## src/hw/rtl/perceptron_train_predict_unit_macros.svh

```systemverilog
// Assertion helpers for the perceptron unit.
// Both expect clk and arst_n in scope.
`ifndef PERCEPTRON_TRAIN_PREDICT_UNIT_MACROS_SVH
`define PERCEPTRON_TRAIN_PREDICT_UNIT_MACROS_SVH

`ifndef NO_ASSERTIONS
// same-cycle implication
`define PTP_ASSERT_NOW(lbl, ante, cons) \
	lbl: assert property (@(posedge clk) disable iff (!arst_n) (ante) |-> (cons)) \
		else $error("ptp check failed");
// next-cycle implication
`define PTP_ASSERT_NEXT(lbl, ante, cons) \
	lbl: assert property (@(posedge clk) disable iff (!arst_n) (ante) |=> (cons)) \
		else $error("ptp check failed");
`else
`define PTP_ASSERT_NOW(lbl, ante, cons)
`define PTP_ASSERT_NEXT(lbl, ante, cons)
`endif

`endif

```

## src/hw/rtl/ptp_pkg.sv

```systemverilog
package ptp_pkg;

	localparam int DIM         = 16;
	localparam int FEAT_W      = 16;
	localparam int WEIGHT_W    = 32;
	localparam int ALPHA_W     = 16;
	localparam int ACC_W       = 64;
	localparam int FRAC_SHIFT  = 12;
	localparam int PROD_W      = FEAT_W + WEIGHT_W;
	localparam int P_W         = ALPHA_W + FEAT_W + 1;
	localparam int R_W         = P_W - FRAC_SHIFT;
	localparam int SUM_W       = WEIGHT_W + 2;
	localparam int CNT_W       = $clog2(DIM + 1);
	localparam int IDX_W       = (DIM > 1) ? $clog2(DIM) : 1;
	localparam int QUEUE_DEPTH = 2;
	localparam int QPTR_W      = (QUEUE_DEPTH > 1) ? $clog2(QUEUE_DEPTH) : 1;
	localparam int QCNT_W      = $clog2(QUEUE_DEPTH + 1);

	localparam logic [1:0] OP_PREDICT = 2'd0;
	localparam logic [1:0] OP_TRAIN   = 2'd1;
	localparam logic [1:0] OP_CLEAR   = 2'd2;
	localparam logic [1:0] OP_RSVD    = 2'd3;

	localparam logic [ALPHA_W-1:0]         LEARN_RATE_RST = 16'd6554;
	localparam logic signed [WEIGHT_W-1:0] THRESH_RST     = 32'sd65536;

	typedef struct packed {
		logic                     clear;
		logic                     train;
		logic signed [FEAT_W-1:0] x;
		logic                     label;
		logic                     last;
	} item_t;

	typedef struct packed {
		logic too_many_features;
		logic mistake;
		logic prediction;
	} result_t;

	// clamp a two-guard-bit sum to signed 32 bits
	function automatic logic signed [WEIGHT_W-1:0] sat_w(input logic signed [SUM_W-1:0] v);
		logic hi_same;
		hi_same = (v[SUM_W-1:WEIGHT_W-1] == {(SUM_W-WEIGHT_W+1){1'b0}})
			|| (v[SUM_W-1:WEIGHT_W-1] == {(SUM_W-WEIGHT_W+1){1'b1}});
		if (hi_same)
			return v[WEIGHT_W-1:0];
		else if (v[SUM_W-1])
			return {1'b1, {(WEIGHT_W-1){1'b0}}};
		else
			return {1'b0, {(WEIGHT_W-1){1'b1}}};
	endfunction

endpackage

```

## src/hw/rtl/ptp_ram.sv

```systemverilog
module ptp_ram #(
	parameter int WIDTH = 32,
	parameter int DEPTH = 16
) (
	input  logic                                   clk,
	input  logic                                   we,
	input  logic [((DEPTH > 1) ? $clog2(DEPTH) : 1)-1:0] waddr,
	input  logic [WIDTH-1:0]                       wdata,
	input  logic [((DEPTH > 1) ? $clog2(DEPTH) : 1)-1:0] raddr,
	output logic [WIDTH-1:0]                       rdata
);

	logic [WIDTH-1:0] mem_q [DEPTH];

	always_ff @(posedge clk) begin
		if (we)
			mem_q[waddr] <= wdata;
		rdata <= mem_q[raddr];
	end

endmodule

```

## src/hw/rtl/ptp_queue.sv

```systemverilog
module ptp_queue import ptp_pkg::*; (
	input  logic  clk,
	input  logic  arst_n,
	input  logic  push,
	input  item_t push_item,
	output logic  full,
	input  logic  pop,
	output item_t pop_item,
	output logic  nonempty
);

	item_t             slot_q [QUEUE_DEPTH];
	logic [QPTR_W-1:0] wr_q, rd_q;
	logic [QCNT_W-1:0] cnt_q;

	assign full     = (cnt_q == QCNT_W'(QUEUE_DEPTH));
	assign nonempty = (cnt_q != '0);
	assign pop_item = slot_q[rd_q];

	always_ff @(posedge clk or negedge arst_n) begin
		if (!arst_n) begin
			wr_q  <= '0;
			rd_q  <= '0;
			cnt_q <= '0;
		end else begin
			if (push)
				wr_q <= (wr_q == QPTR_W'(QUEUE_DEPTH - 1)) ? '0 : wr_q + 1'b1;
			if (pop)
				rd_q <= (rd_q == QPTR_W'(QUEUE_DEPTH - 1)) ? '0 : rd_q + 1'b1;
			if (push && !pop)
				cnt_q <= cnt_q + 1'b1;
			else if (pop && !push)
				cnt_q <= cnt_q - 1'b1;
		end
	end

	always_ff @(posedge clk) begin
		if (push)
			slot_q[wr_q] <= push_item;
	end

endmodule

```

## src/hw/rtl/ptp_front.sv

```systemverilog
module ptp_front import ptp_pkg::*; (
	input  logic                     s_tvalid,
	output logic                     s_tready,
	input  logic [1:0]               operation,
	input  logic signed [FEAT_W-1:0] feature_value,
	input  logic                     label,
	input  logic                     last_feature,
	input  logic                     q_full,
	output logic                     push,
	output item_t                    push_item
);

	logic known_op;

	// reserved op is taken and dropped
	assign known_op = (operation == OP_PREDICT) || (operation == OP_TRAIN)
		|| (operation == OP_CLEAR);
	assign s_tready = !q_full;
	assign push     = s_tvalid && s_tready && known_op;

	always_comb begin
		push_item       = '0;
		push_item.clear = (operation == OP_CLEAR);
		push_item.train = (operation == OP_TRAIN);
		push_item.x     = feature_value;
		push_item.label = label;
		push_item.last  = last_feature;
	end

endmodule

```

## src/hw/rtl/ptp_back.sv

```systemverilog
`include "perceptron_train_predict_unit_macros.svh"

module ptp_back import ptp_pkg::*; (
	input  logic                       clk,
	input  logic                       arst_n,
	input  logic                       q_valid,
	input  item_t                      q_item,
	output logic                       q_pop,
	input  logic [ALPHA_W-1:0]         learn_rate,
	input  logic signed [WEIGHT_W-1:0] threshold_init,
	output logic                       res_valid,
	output result_t                    res,
	input  logic                       res_ready
);

	localparam logic [2:0] ST_IDLE    = 3'd0;
	localparam logic [2:0] ST_MUL     = 3'd1;
	localparam logic [2:0] ST_ADD     = 3'd2;
	localparam logic [2:0] ST_DECIDE  = 3'd3;
	localparam logic [2:0] ST_UPD_RD  = 3'd4;
	localparam logic [2:0] ST_UPD_MUL = 3'd5;
	localparam logic [2:0] ST_UPD_RND = 3'd6;
	localparam logic [2:0] ST_UPD_WR  = 3'd7;

	logic [2:0]                 state_q;
	logic signed [ACC_W-1:0]    acc_q;
	logic [CNT_W-1:0]           cnt_q;
	logic                       ovf_q;
	logic signed [WEIGHT_W-1:0] thr_q;
	logic [DIM-1:0]             wvalid_q;
	logic [CNT_W-1:0]           upd_idx_q, upd_n_q;
	logic                       res_valid_q;
	result_t                    res_q;

	// payload
	logic signed [FEAT_W-1:0]   x_q;
	logic                       label_q, train_q, last_q;
	logic                       wv_s1;
	logic signed [PROD_W-1:0]   prod_q;
	logic signed [P_W-1:0]      p_q;
	logic signed [WEIGHT_W-1:0] w_q;
	logic [R_W-1:0]             r_q;
	logic                       neg_q;

	logic                       fire, clear_fire, in_range, res_load;
	logic [IDX_W-1:0]           wt_raddr;
	logic [WEIGHT_W-1:0]        wt_rdata;
	logic [FEAT_W-1:0]          fb_rdata;
	logic                       fb_we, wt_we;
	logic signed [WEIGHT_W-1:0] w_sel;
	logic signed [PROD_W-1:0]   prod_d;
	logic signed [P_W-1:0]      p_d;
	logic [P_W-1:0]             mag;
	logic [P_W:0]               mag_rnd;
	logic signed [ACC_W:0]      sum_acc;
	logic signed [ACC_W-1:0]    acc_d;
	logic signed [ACC_W-1:0]    thr_cmp;
	logic                       pred, miss;
	logic signed [SUM_W-1:0]    w_ext, r_ext, w_sum, thr_ext, a_ext, thr_sum;
	logic signed [WEIGHT_W-1:0] w_new;

	assign fire       = (state_q == ST_IDLE) && q_valid;
	assign q_pop      = fire;
	assign clear_fire = fire && q_item.clear;
	assign in_range   = (cnt_q < CNT_W'(DIM));
	assign fb_we      = fire && !q_item.clear && in_range;
	assign wt_we      = (state_q == ST_UPD_WR);
	assign wt_raddr   = (state_q == ST_IDLE) ? cnt_q[IDX_W-1:0] : upd_idx_q[IDX_W-1:0];

	ptp_ram #(.WIDTH(FEAT_W), .DEPTH(DIM)) u_feat_buf (
		.clk   (clk),
		.we    (fb_we),
		.waddr (cnt_q[IDX_W-1:0]),
		.wdata (q_item.x),
		.raddr (upd_idx_q[IDX_W-1:0]),
		.rdata (fb_rdata)
	);

	ptp_ram #(.WIDTH(WEIGHT_W), .DEPTH(DIM)) u_weights (
		.clk   (clk),
		.we    (wt_we),
		.waddr (upd_idx_q[IDX_W-1:0]),
		.wdata (w_new),
		.raddr (wt_raddr),
		.rdata (wt_rdata)
	);

	// never-written weight reads as zero
	assign w_sel  = wv_s1 ? $signed(wt_rdata) : '0;
	assign prod_d = PROD_W'(x_q) * PROD_W'(w_sel);

	assign sum_acc = {acc_q[ACC_W-1], acc_q}
		+ {{(ACC_W + 1 - PROD_W){prod_q[PROD_W-1]}}, prod_q};
	always_comb begin
		if (sum_acc[ACC_W] != sum_acc[ACC_W-1])
			acc_d = sum_acc[ACC_W] ? {1'b1, {(ACC_W-1){1'b0}}} : {1'b0, {(ACC_W-1){1'b1}}};
		else
			acc_d = sum_acc[ACC_W-1:0];
	end

	assign thr_cmp = {{(ACC_W - WEIGHT_W - FRAC_SHIFT){thr_q[WEIGHT_W-1]}}, thr_q,
		{FRAC_SHIFT{1'b0}}};
	assign pred     = (acc_q >= thr_cmp);
	assign miss     = (pred != label_q);
	assign res_load = (state_q == ST_DECIDE) && (!res_valid_q || res_ready);

	// threshold moves against the error sign
	assign thr_ext = {{(SUM_W - WEIGHT_W){thr_q[WEIGHT_W-1]}}, thr_q};
	assign a_ext   = SUM_W'(learn_rate);
	assign thr_sum = label_q ? (thr_ext - a_ext) : (thr_ext + a_ext);

	// weight step: alpha*x, Q.28 to Q16.16, round half away from zero
	assign p_d     = P_W'($signed({1'b0, learn_rate})) * P_W'($signed(fb_rdata));
	assign mag     = p_q[P_W-1] ? P_W'(-p_q) : p_q;
	assign mag_rnd = {1'b0, mag} + (P_W+1)'(1 << (FRAC_SHIFT - 1));
	assign w_ext   = {{(SUM_W - WEIGHT_W){w_q[WEIGHT_W-1]}}, w_q};
	assign r_ext   = SUM_W'(r_q);
	assign w_sum   = neg_q ? (w_ext - r_ext) : (w_ext + r_ext);
	assign w_new   = sat_w(w_sum);

	always_ff @(posedge clk or negedge arst_n) begin
		if (!arst_n) begin
			state_q     <= ST_IDLE;
			acc_q       <= '0;
			cnt_q       <= '0;
			ovf_q       <= 1'b0;
			thr_q       <= THRESH_RST;
			wvalid_q    <= '0;
			upd_idx_q   <= '0;
			upd_n_q     <= '0;
		end else begin
			case (state_q)
				ST_IDLE: begin
					if (clear_fire) begin
						wvalid_q <= '0;
						thr_q    <= threshold_init;
						acc_q    <= '0;
						cnt_q    <= '0;
						ovf_q    <= 1'b0;
					end else if (fire) begin
						if (in_range)
							state_q <= ST_MUL;
						else begin
							ovf_q <= 1'b1;
							if (q_item.last)
								state_q <= ST_DECIDE;
						end
					end
				end
				ST_MUL: begin
					state_q <= ST_ADD;
				end
				ST_ADD: begin
					acc_q   <= acc_d;
					cnt_q   <= cnt_q + 1'b1;
					state_q <= last_q ? ST_DECIDE : ST_IDLE;
				end
				ST_DECIDE: begin
					if (res_load) begin
						acc_q       <= '0;
						cnt_q       <= '0;
						ovf_q       <= 1'b0;
						if (train_q && miss) begin
							thr_q     <= sat_w(thr_sum);
							upd_n_q   <= cnt_q;
							upd_idx_q <= '0;
							state_q   <= ST_UPD_RD;
						end else
							state_q <= ST_IDLE;
					end
				end
				ST_UPD_RD: begin
					state_q <= ST_UPD_MUL;
				end
				ST_UPD_MUL: begin
					state_q <= ST_UPD_RND;
				end
				ST_UPD_RND: begin
					state_q <= ST_UPD_WR;
				end
				ST_UPD_WR: begin
					wvalid_q[upd_idx_q[IDX_W-1:0]] <= 1'b1;
					upd_idx_q <= upd_idx_q + 1'b1;
					state_q   <= (upd_idx_q + 1'b1 == upd_n_q) ? ST_IDLE : ST_UPD_RD;
				end
				default: begin
					state_q <= ST_IDLE;
				end
			endcase
		end
	end

	// result register: a new result may replace one being taken
	always_ff @(posedge clk or negedge arst_n) begin
		if (!arst_n)
			res_valid_q <= 1'b0;
		else if (res_load)
			res_valid_q <= 1'b1;
		else if (res_ready)
			res_valid_q <= 1'b0;
	end

	always_ff @(posedge clk) begin
		wv_s1 <= wvalid_q[wt_raddr];
		if (fire) begin
			x_q     <= q_item.x;
			label_q <= q_item.label;
			train_q <= q_item.train;
			last_q  <= q_item.last;
		end
		if (state_q == ST_MUL)
			prod_q <= prod_d;
		if (state_q == ST_UPD_MUL) begin
			p_q <= p_d;
			w_q <= w_sel;
		end
		if (state_q == ST_UPD_RND) begin
			r_q   <= mag_rnd[P_W-1:FRAC_SHIFT];
			neg_q <= p_q[P_W-1] ^ !label_q;
		end
		if (res_load) begin
			res_q.prediction        <= pred;
			res_q.mistake           <= miss;
			res_q.too_many_features <= ovf_q;
		end
	end

	assign res_valid = res_valid_q;
	assign res       = res_q;

	`PTP_ASSERT_NOW(a_cnt_bound, 1'b1, cnt_q <= CNT_W'(DIM))
	`PTP_ASSERT_NOW(a_upd_idx_bound, state_q == ST_UPD_RD, upd_idx_q < upd_n_q)
	`PTP_ASSERT_NEXT(a_acc_cleared, res_load, acc_q == '0)
	`PTP_ASSERT_NOW(a_thr_only_on_event, $past(state_q) != ST_DECIDE && !$past(clear_fire), $stable(thr_q))

endmodule

```

## src/hw/rtl/perceptron_train_predict_unit.sv

```systemverilog
// Channel   Dir  Accepted when              Payload
// s_*       in   s_tvalid & s_tready        tdata feature/label, tuser op, tlast end
// m_*       out  m_tvalid & m_tready        tdata prediction/mistake/too_many
// APB       in   psel & penable & pwrite    0x0 learn_rate, 0x4 threshold_init
//
// A feature transfer passes the back end as weight read, multiply and saturating
// accumulate; the closing one adds a decide step, and a clear is taken in idle.
// A training mistake adds an update pass over each buffered feature:
// registered weight/feature read, step multiply, rounding, write back.
// The 2-entry queue lets the input side run ahead while the back end works.
// Reset clears control state and the per-weight valid bits; no clearing pass.
// The result register holds until taken; the back end waits in decide meanwhile.
module perceptron_train_predict_unit import ptp_pkg::*; (
	input  logic        clk,
	input  logic        arst_n,
	// slave side
	input  logic        s_tvalid,
	output logic        s_tready,
	input  logic [23:0] s_tdata,  // [15:0] feature_value, [16] label, [23:17] zero
	input  logic [1:0]  s_tuser,  // [1:0] operation
	input  logic        s_tlast,  // last_feature
	// master side
	output logic        m_tvalid,
	input  logic        m_tready,
	output logic [7:0]  m_tdata,  // [0] prediction, [1] mistake, [2] too_many_features
	// config
	input  logic        psel,
	input  logic        penable,
	input  logic        pwrite,
	input  logic [2:0]  paddr,
	input  logic [31:0] pwdata,
	output logic [31:0] prdata,
	output logic        pready
);

	logic [ALPHA_W-1:0]         learn_rate_q;
	logic signed [WEIGHT_W-1:0] threshold_init_q;
	logic                       cfg_wr;

	item_t   push_item, pop_item;
	logic    push, q_full, q_pop, q_nonempty;
	result_t res;

	// --- config registers: word index from paddr[2]
	assign pready = 1'b1;
	assign cfg_wr = psel && penable && pwrite && pready;

	always_ff @(posedge clk or negedge arst_n) begin
		if (!arst_n) begin
			learn_rate_q     <= LEARN_RATE_RST;
			threshold_init_q <= THRESH_RST;
		end else if (cfg_wr) begin
			if (paddr[2])
				threshold_init_q <= pwdata;
			else
				learn_rate_q <= pwdata[ALPHA_W-1:0];
		end
	end

	assign prdata = paddr[2] ? threshold_init_q : 32'(learn_rate_q);

	// --- front: classify, drop reserved op
	ptp_front u_front (
		.s_tvalid      (s_tvalid),
		.s_tready      (s_tready),
		.operation     (s_tuser),
		.feature_value (s_tdata[FEAT_W-1:0]),
		.label         (s_tdata[FEAT_W]),
		.last_feature  (s_tlast),
		.q_full        (q_full),
		.push          (push),
		.push_item     (push_item)
	);

	// --- decoupling queue
	ptp_queue u_queue (
		.clk       (clk),
		.arst_n    (arst_n),
		.push      (push),
		.push_item (push_item),
		.full      (q_full),
		.pop       (q_pop),
		.pop_item  (pop_item),
		.nonempty  (q_nonempty)
	);

	// --- back: accumulate, decide, learn
	ptp_back u_back (
		.clk            (clk),
		.arst_n         (arst_n),
		.q_valid        (q_nonempty),
		.q_item         (pop_item),
		.q_pop          (q_pop),
		.learn_rate     (learn_rate_q),
		.threshold_init (threshold_init_q),
		.res_valid      (m_tvalid),
		.res            (res),
		.res_ready      (m_tready)
	);

	assign m_tdata = {5'b0, res};

endmodule

```

## config.mk

```make
export PLATFORM = sky130hd
export DESIGN_NAME = perceptron_train_predict_unit
export DESIGN_NICKNAME = d
export VERILOG_FILES = /design/src/hw/rtl/ptp_pkg.sv /design/src/hw/rtl/ptp_ram.sv /design/src/hw/rtl/ptp_queue.sv /design/src/hw/rtl/ptp_front.sv /design/src/hw/rtl/ptp_back.sv /design/src/hw/rtl/perceptron_train_predict_unit.sv
export VERILOG_INCLUDE_DIRS = /design/src /design/src/hw/rtl
export SDC_FILE = /design/constraint.sdc
export NUM_CORES = 2
export LEC_CHECK = 0
export BUFFER_PORTS_ARGS = -buffer_cell sky130_fd_sc_hd__buf_2
export CAP_MARGIN = 5
export CORE_ASPECT_RATIO = 1.25
export CORE_MARGIN = 8
export CORE_UTILIZATION = 45
export DETAILED_ROUTE_END_ITERATION = 8
export PLACE_DENSITY = 0.69
export SYNTH_ARGS = -nofsm -noshare
export SYNTH_HDL_FRONTEND = slang
export SYNTH_SLANG_ARGS = --single-unit
```

## constraint.sdc

```tcl
create_clock -name clk -period 8.5 [get_ports clk]
set_input_delay 1.7 -clock clk [delete_from_list [all_inputs] [get_ports clk]]
set_output_delay 1.7 -clock clk [all_outputs]
set_load 0.05 [all_outputs]
```

==> flow_summary.ini <==
[sta]
setup_violations = 0
slew_headroom_pct = 12.1
period_needed_ns = 7.82
final.setup.tns_ns = 0
finalHoldViolCount = 0
fin_skew_ns = 0.0596
finalMaxSlewViolations = 0
clock.fmax_ghz = 0.128
fin_crit_sh_pct = 92.0
rsz0062_at_grt = no
tightest_slew_ns = 1.32
hold_ws_ns = 0.476

[global_route]
grt_pass1_vias = 55800
grt_pass1_wl_um = 328000
grt_use_met2_pct = 37.0
antenna_found_initial = 6
grt-ovfl-total = 0
grt_start_max_net_pins = 123
top_usage_layer = met2
met1_usage_pct = 27.2
grt_use_met3_pct = 2.92
grt_util_all_layers_pct = 21.5

[critical_path]
required_ns = 9.03
cpMostUsedCell = fa_1
worst_setup_path_end_kind = flip-flop
cp.depth = 26
cpPeakStageDelay_ns = 0.58
cp_num_buf_inv = 6
slowest_stage = dfxtp_4
crit_start = u_back.wv_s1$_DFF_P_
r2r-end = u_back.prod_q[40]$_DFFE_PP_
path_class = reg2reg
crit_path_start_kind = flip-flop
r2r_setup_slack_ns = 0.68
r2r_start = u_back.wv_s1$_DFF_P_
rr_worst_depth = 26
crit_family = adder cells
worstPathMaxFanout = 71
critPathCapture = u_back.prod_q[40]$_DFFE_PP_
crit_arrival_ns = 8.35

[drt]
drt-wirelength-per-cell_um = 22.4
drtPass1Iterations = 6
via_count = 53400
wirelength_um = 212000
ant_nets = 0
vias_per_cell = 5.65
route.detailed.drc = 0
drtIter0Drc = 4437

[logic_synthesis]
yosysWarnings = 0
synth_edf_count = 965
synthMuxAreaShare_pct = 7.19
synth_top_area_cell = edfxtp_1
postSynthCellCount = 6920
synth_top_area_share_pct = 35.5
ys_seq_area_share_pct = 42.4
synth-simple-area-share_pct = 10.5
synth-adder-area-share_pct = 23.4
ys_top_cells_by_area = edfxtp_1, fa_1, ha_1
ys_ff_latch = 1198
syn_avg_cell_area_um2 = 11.8
synth_compound_area_share_pct = 7.75
ys_types = 99
synth_top_family_by_area = adder cells
ys_async_sr_fraction_pct = 15.4
synth_top_flop_cell = edfxtp_1
synth.cell_area_mm2 = 0.0816
synth_xor_xnor_area_share_pct = 2.92

[clock_tree]
post_cts_buffers = 0
cts.root.buffer_cell = clkbuf_16
tritoncts = yes
cts_max_level = 3
cts_sinks = 1198
clk_path_buf_depth = 3
insertion_delay_ns = 0.80
cts_buffers = 118
cts-resized-gates = 0
clkTransAtPathRegs_ns = 0.07
postCtsHoldBufs = 0

[floorplan]
die_w_um = 397
ios = 112
core_mm2 = 0.180
dieArea_mm2 = 0.195
die_h_um = 492
initial_core_util_pct = 45.3
row_count = 174

[final_layout]
area_growth_pct = 9.21
nets = 8145
drive_gt1_share_pct = 11.7

[outcome]
status = complete, no violations

[hold_path]
hold_depth = 0
hold_path_class = reg2reg

[job]
cap_violations = 0

[placement]
io_buffer_count = 96
dp_hpwl_um = 151000
place_congestion = 0.943
## area by class of cell
class,instances,area (um^2)
multi-input cells,4485,42400
clock inverters,64,759
inverters,900,3380
repair buffers,261,1770
diodes,8,20.0
well taps,2376,2970
flip-flops and latches,1198,34600
fillers,15500,90900
clock buffers,159,3220
## through the flow
stage          std cells  cell area [um^2]  setup slack [ns]  utilization, %
5_1_grt             9449             89100             0.297            49.5
2_1_floorplan       6924             81600              1.44               -
3_5_place_dp        9220             85100             0.742            47.3
3_3_place_gp        9220             85100             0.766            47.3
6_report            9451             89100             0.678            49.5
4_1_cts             9443             89100             0.762            49.5
## cells in the final DEF, fill, tap and decap left out, types with 157 or more instances in the layout
master	count
edfxtp_1	965
inv_1	897
nand2_1	743
fa_1	683
ha_1	429
nor2_1	315
a21oi_1	263
and3_1	226
mux4_2	212
xnor2_1	195
and2_1	188
dfrtp_1	173
buf_4	162
o21ai_0	157
## synth_stat cells (all sizes together), types with 11 or more instances
library cell  count
a211oi           50
a21o            149
a21oi           264
a221o            11
a221oi           19
a31o             11
a31oi            65
and2            207
and3            226
buf              62
clkbuf          279
dfrtp           175
dfxtp            49
edfxtp          965
fa              683
ha              429
inv             899
mux2             89
mux4            212
nand2           743
nand2b           45
nand3            48
nand4            44
nor2            318
nor2b            31
nor3             60
nor4             18
o211ai           14
o21a             30
o21ai           225
o21bai           28
o22ai            16
o31ai            26
or2              11
or3              12
xnor2           195
xor2             75
## state kept, by name, summed over array words and instances (netlist names), 32 cells and up
register / count
u_queue.slot_q: 40
u_back.thr_q: 32
u_back.p_q: 33
threshold_init_q: 32
u_back.u_weights.mem_q: 512
u_back.acc_q: 64
u_back.u_weights.rdata: 32
u_back.w_q: 32
u_back.u_feat_buf.mem_q: 256
u_back.prod_q: 48
## worst min path at each step
stage                              end                      from
2_1_floorplan  u_back.res[2]$_DFFE_PP_  u_back.ovf_q$_DFFE_PN0P_
3_3_place_gp   u_back.res[2]$_DFFE_PP_  u_back.ovf_q$_DFFE_PN0P_
6_report       u_back.res[2]$_DFFE_PP_  u_back.ovf_q$_DFFE_PN0P_
3_5_place_dp   u_back.res[2]$_DFFE_PP_  u_back.ovf_q$_DFFE_PN0P_
4_1_cts        u_back.res[2]$_DFFE_PP_  u_back.ovf_q$_DFFE_PN0P_
5_1_grt        u_back.res[2]$_DFFE_PP_  u_back.ovf_q$_DFFE_PN0P_
## logic make-up (layout without fill, tap and decap cells)
family                   Yosys count  after routing
AO/OA/AOI/OAI                    984            984
XOR/XNOR                         271            271
adder cells (fa/ha/maj)         1121           1121
buffers and inverters           1241           1384
flip-flops                      1198           1198
multiplexers                     310            310
other                              2             14
AND/OR/NAND/NOR                 1793           1793
## per-layer routing
layer  routed length (um)  share of wire (%)  vias up
met2               104000                 49     1977
met3                13600                6.4      422
met1                83600                 40    27100
met5                    0                  0        -
met4                 9980                4.7        0
li1                     -                  -    23900
Power is left out: the tool's default activity adds up to more than one toggle a clock period on the data nets, which glitch-free logic cannot reach.
